`src/rtl/core/pr_pkg.sv`:
```
`default_nettype none

package pr_pkg;

    localparam int COORD_BITS_DEF = 16;
    localparam int QUEUE_DEPTH    = 4;

    typedef enum logic [1:0] {
        REG_START_X = 2'd0,
        REG_START_Y = 2'd1,
        REG_END_X   = 2'd2,
        REG_END_Y   = 2'd3
    } reg_idx_t;

    typedef struct packed {
        logic full;
        logic empty;
    } queue_stat_t;

endpackage

`default_nettype wire

```
`src/rtl/core/pr_queue.sv`:
```
`default_nettype none

module pr_queue
    import pr_pkg::*;
#(
    parameter int WIDTH = 8
) (
    input  wire logic             clk,
    input  wire logic             rst_n,
    input  wire logic             push,
    input  wire logic [WIDTH-1:0] wdata,
    input  wire logic             pop,
    output logic [WIDTH-1:0]      rdata,
    output queue_stat_t           stat
);
    localparam int PW = $clog2(QUEUE_DEPTH);
    localparam int CW = $clog2(QUEUE_DEPTH + 1);

    logic [WIDTH-1:0] slot_reg [0:QUEUE_DEPTH-1];
    logic [PW-1:0]    wr_reg, rd_reg;
    logic [CW-1:0]    cnt_reg;

    always_ff @(posedge clk or negedge rst_n)
    begin
        if (!rst_n)
        begin
            wr_reg  <= '0;
            rd_reg  <= '0;
            cnt_reg <= '0;
        end
        else
        begin
            if (push)
            begin
                wr_reg <= (wr_reg == PW'(QUEUE_DEPTH - 1)) ? '0 : wr_reg + 1'b1;
            end
            if (pop)
            begin
                rd_reg <= (rd_reg == PW'(QUEUE_DEPTH - 1)) ? '0 : rd_reg + 1'b1;
            end
            if (push && !pop)
            begin
                cnt_reg <= cnt_reg + 1'b1;
            end
            else if (pop && !push)
            begin
                cnt_reg <= cnt_reg - 1'b1;
            end
        end
    end

    always_ff @(posedge clk)
    begin
        if (push)
        begin
            slot_reg[wr_reg] <= wdata;
        end
    end

    assign rdata      = slot_reg[rd_reg];
    assign stat.full  = (cnt_reg == CW'(QUEUE_DEPTH));
    assign stat.empty = (cnt_reg == '0);

endmodule

`default_nettype wire

```
`config.mk`:
```
export PLATFORM = sky130hd
export DESIGN_NAME = pr_queue
export DESIGN_NICKNAME = d
export VERILOG_FILES = /design/src/rtl/core/pr_pkg.sv /design/src/rtl/core/pr_queue.sv
export SDC_FILE = /design/constraint.sdc
export NUM_CORES = 1
export LEC_CHECK = 0
export BUFFER_PORTS_ARGS = -buffer_cell sky130_fd_sc_hd__buf_2
export CAP_MARGIN = 40
export CORE_MARGIN = 2
export CORE_UTILIZATION = 40
export CTS_CLUSTER_DIAMETER = 150
export CTS_CLUSTER_SIZE = 28
export DETAILED_ROUTE_END_ITERATION = 7
export GPL_ROUTABILITY_DRIVEN = 0
export SLEW_MARGIN = 20
export SYNTH_ARGS = -nofsm -noshare
export SYNTH_HDL_FRONTEND = slang
export SYNTH_SLANG_ARGS = --single-unit
```
`constraint.sdc`:
```
create_clock -name clk -period 2.4 [get_ports clk]
set_input_delay 0.12 -clock clk [delete_from_list [all_inputs] [get_ports clk]]
set_output_delay 0.12 -clock clk [all_outputs]
set_load 0.005 [all_outputs]
```
### Word-level counts from Yosys, hierarchy flattened

Memory sizes are Yosys's and may differ from the RTL's.
Index checks and enable logic that the tools add are counted.

| cells by class | value |
|---|---|
| add/subtract/negate cells | 4 |
| $mul | 0 |
| divide/modulo/power cells | 0 |
| order comparisons | 0 |
| equality and inequality tests | 3 |
| shifts and indexed selects | 0 |
| multiplexer cells | 6 |
| bitwise logic cells | 0 |
| reductions and logical operators | 6 |

Operators by type and width:

| cell | count |
|---|---|
| $mux W3 | 2 |
| $add A2 B1 Y2 const B | 2 |
| $eq A2 B2 Y1 const B | 2 |
| $mux W2 | 2 |
| $add A3 B1 Y3 const B | 1 |
| $eq A3 B3 Y1 const B | 1 |
| $logic_not A3 Y1 | 1 |
| $sub A3 B1 Y3 const B | 1 |
| $logic_and A1 B1 Y1 | 2 |
| $logic_not A1 Y1 | 2 |
| $mux W1 | 2 |
| $reduce_bool A2 Y1 | 1 |

| storage, ports and cells | value |
|---|---|
| register bits after elaboration | 7 |
| latch bits | 0 |
| memory bits (writable) | 32 |
| bits in read-only memories | 0 |
| bits of input ports | 12 |
| output and inout port bits | 10 |
| logic and storage cells | 23 |
| memories | 1 |

Memory list:

| name | depth | bits a word | rd ports | clocked after Yosys merged registers in | wr ports | line | source |
|---|---|---|---|---|---|---|---|
| slot_reg | 4 | 8 | 1 | 0 | 1 | pr_queue.sv:19 | `logic [WIDTH-1:0] slot_reg [0:QUEUE_DEPTH-1];` |

### Longest topological paths before layout

| logic depth | value |
|---|---|
| depth in word-level cells | 4 |
| gate-level depth with buffers | 7 |
| mapped depth without buffers | 7 |

### Least setup slack after synthesis

No wires, ideal clock.

| timing path | value |
|---|---|
| path kind | register to register |
| start point | register cnt_reg[0] |
| end point | register cnt_reg[2] |
| library setup time | 0.079 ns |
| arrival | 1.216 ns |
| data required time | 2.321 ns |
| slack | 1.105 ns |
| cell stages (with the launch flop) | 5 |
| path buffers | 0 |
| period minus slack after synthesis | 1.295 ns |
| cells stage by stage | dfrtp_1 fa_1 xor2_1 nor2_1 xor2_1 |

| on the way | value |
|---|---|
| longest elaborated chain between the ends | 3 |

RTL lines:

| what | line | source |
|---|---|---|
| from (decl) | pr_queue.sv:21 | `logic [CW-1:0] cnt_reg;` |
| from (signal assigned) | pr_queue.sv:43 | `cnt_reg <= cnt_reg + 1'b1;` |
| from (signal assigned) | pr_queue.sv:47 | `cnt_reg <= cnt_reg - 1'b1;` |
| $sub A3 B1 Y3 | pr_queue.sv:47 |  |
| $mux W3 | pr_queue.sv:45 | `else if (pop && !push)` |
| $mux W3 (*) | pr_queue.sv:41 | `if (push && !pop)` |

Mark *: on every way between the ends. The rest lies on a longest branch, timed or not. The select of a mux whose other input is x is not followed.
A chain may end at the register's enable or synchronous reset.

### Worst setup path in the final report

| timing path | value |
|---|---|
| start point | register rd_reg[0] |
| end point | output port rdata[7] |

| on the way | value |
|---|---|
| longest elaborated chain between the ends | 1 |

RTL lines:

| what | line | source |
|---|---|---|
| from (decl) | pr_queue.sv:20 | `logic [PW-1:0] wr_reg, rd_reg;` |
| from (signal assigned) | pr_queue.sv:39 | `rd_reg <= (rd_reg == PW'(QUEUE_DEPTH - 1)) ? '0 : rd_reg + 1'b1;` |
| $mem_v2 Z4 W8 | -- |  |
| to (decl) | pr_queue.sv:13 | `output logic [WIDTH-1:0] rdata,` |

Every way passes these cells.

==> flow_metrics.py <==
metrics = {
    "worst_setup_path": {
        "r2r-start": "wr_reg[0]$_DFFE_PN0P_",
        "crit_slowest_cell": "dfrtp_1",
        "slowest_delay_ns": 0.70,
        "worst-path-buf-inv": 1,
        "critical_path_required_ns": 2.28,
        "path_max_fanout": 11,
        "path_cells": "mux4_2 -> buf_2",
        "crit_type": "flip-flop to output pin",
        "crit_arrival_ns": 1.70,
        "cp_top_family": "flip-flops",
        "critPathLaunch": "rd_reg[0]$_DFFE_PN0P_",
        "crit_path_end_kind": "output pin",
        "crit_path_start_kind": "flip-flop",
    },
    "detailed_routing": {
        "viasPerCell": 4.74,
        "wl_um": 2250,
        "vias": 734,
        "route.detailed.wl_per_inst_um": 14.5,
        "ant_nets": 0,
        "drt-pass1-iter-count": 2,
        "drc": 0,
        "drtIter0Drc": 31,
    },
    "logic_synthesis": {
        "synth_fp_nets": 98,
        "ys_warn_count": 0,
        "yosysSeqAreaShare_pct": 72.4,
        "synth_area_leader_cell": "edfxtp_1",
        "ys_top_cells_by_area": "edfxtp_1 61%, mux4_2 11%, dfrtp_1 11%",
        "synth.distinct_cells": 18,
        "syn_inst": 79,
        "syn_area_mm2": 0.00157,
        "avgSynthCellArea_um2": 19.9,
        "synth_seq_cells": 39,
        "synth_top_area_share_pct": 61.2,
    },
    "sta": {
        "grt_setup_unrepaired": "false",
        "fmax_ghz": 0.549,
        "finClkSkew_ns": 0.00349,
        "slew-limit-headroom_pct": 62.4,
        "fin_crit_sh_pct": 75.8,
        "setup_viol": 0,
        "tightest_slew_ns": 0.564,
        "min_period_ns": 1.82,
        "slew_viol_final": 0,
        "timing.final.hold_violations": 0,
        "finalSetupTns_ns": 0,
        "worst_slack_ns": 0.580,
    },
    "cts": {
        "htreeDepth": 2,
        "cts_resized": 0,
        "cts_setup_buffers": 0,
        "cts_inserted_buffers": 5,
        "cts-root-buf": "clkbuf_8",
        "cts_tree": "done",
        "holdBufCountCts": 1,
        "cts_sinks": 39,
        "clk-insertion-delay-late_ns": 0.29,
        "clockBufferDepth": 2,
        "clkTransAtPathRegs_ns": 0.07,
    },
    "layout": {
        "drive_above_1_share_pct": 37.4,
        "final_common_cell": "edfxtp_1",
        "diodes": 0,
        "syn_to_final_growth_pct": 17.3,
        "postLayoutCellArea_mm2": 0.00184,
        "layout.nets": 125,
        "largest_register_ffs": 32,
        "layout_common_cells": "32 x edfxtp_1, 21 x buf_2, 8 x mux4_2",
    },
    "floorplanning": {
        "dieArea_mm2": 0.00444,
        "die_x_um": 66.7,
        "initial_core_util_pct": 42.3,
        "core_area_mm2": 0.00372,
        "fp.dieH_um": 66.7,
        "rows": 22,
        "boundaryPins": 22,
    },
    "placement": {
        "place_area_mm2": 0.00172,
        "dp_hpwl_um": 1530,
        "dp_slack_ns": 0.828,
        "io_buffers": 21,
    },
    "hold_path": {
        "hp-class": "primary input to flip-flop",
        "min-delay-start": "wdata[3]",
    },
    "global_route": {
        "track_usage_pct": 12.1,
        "grt_remaining_overflow": 0,
        "grt_pass1_vias": 766,
        "grt_pass1_wl_um": 3680,
        "grt_max_degree": 14,
        "grt_antenna_before_repair": 0,
    },
    "pwr": {
        "ir_drop_mv": 0.534,
        "powerDensity_mw_per_mm2": 1120,
        "power_leakage_uw": 0.000695,
    },
    "job": {
        "drv_cap": 0,
    },
    "run_status": {
        "status": "complete, no violations",
    },
}
-- cells by family after synthesis --
logic type | Yosys count | share of synthesized area (%)
fa+ha+maj | 7 | 6.06
xor+xnor | 3 | 1.67
compound gates | 2 | 0.637
mux | 11 | 13.6
simple gates | 10 | 3.43
flops | 39 | 72.4
buf+inv | 7 | 2.23
-- power by group --
| group | switching, µW | leakage (µW) | internal (µW) | total (µW) |
|---|---|---|---|---|
| clock network | 223 | 0.0000581 | 309 | 532 |
| logic | 198 | 0.000260 | 301 | 499 |
| registers | 136 | 0.000377 | 890 | 1030 |
-- per-layer routing --
metal | part of all wire [%] | global-route usage, % | vias up
met1 | 41 | 14.7 | 362
met2 | 52 | 19.3 | 16
li1 | - | - | 352
met4 | 1.7 | 6.12 | 0
met3 | 5.2 | 4.05 | 4
met5 | 0 | 0 | -
-- metrics by stage --
step           power [µW]  hold WS [ns]  std cells  utilization (%)
2_1_floorplan        1380        -0.176         79                -
3_3_place_gp         1540       -0.0326        146             46.3
3_5_place_dp         1560       -0.0356        146             46.3
4_1_cts              2100        0.0317        155             49.6
5_1_grt              2200        0.0404        155             49.6
6_report             2060        0.0429        155             49.6
-- cells in the mapped netlist --
cell and n:
o21ai_0 2, xnor2_1 1, mux2_2 3, dfrtp_1 7
inv_1 5, mux4_2 8, nor3b_1 1, nor3_1 1
buf_2 1, and2_1 4, xor2_1 2, buf_6 1
fa_1 1, nor2_1 2, edfxtp_1 32, nand3_1 1
ha_1 6, nand2_1 1
-- worst paths after layout --
| path | end | slack, ns | cells after the start |
|---|---|---|---|
| worst max-delay path | rdata[7] | 0.58 | 2 |
| worst min-delay path | slot_reg[3][3]$_DFFE_PP_ | 0.04 | 1 |
| worst max register to register | slot_reg[0][4]$_DFFE_PP_ | 0.98 | 3 |
| worst min register to register | cnt_reg[2]$_DFFE_PN0P_ | 0.50 | 1 |
| max in group asynchronous | rd_reg[0]$_DFFE_PN0P_ | 2.05 | 2 |
| min in group asynchronous | cnt_reg[2]$_DFFE_PN0P_ | 0.19 | 2 |
-- layout make-up --
class                      count  area [µm²]
inverter                       5        18.8
clock buffer                   5        68.8
tap                           48        60.1
fill                         315        1870
timing repair buffer          22         115
sequential                    39        1140
clock inverter                 3        43.8
multi-input combinational     33         399
(Power assumes the default switching activity.)
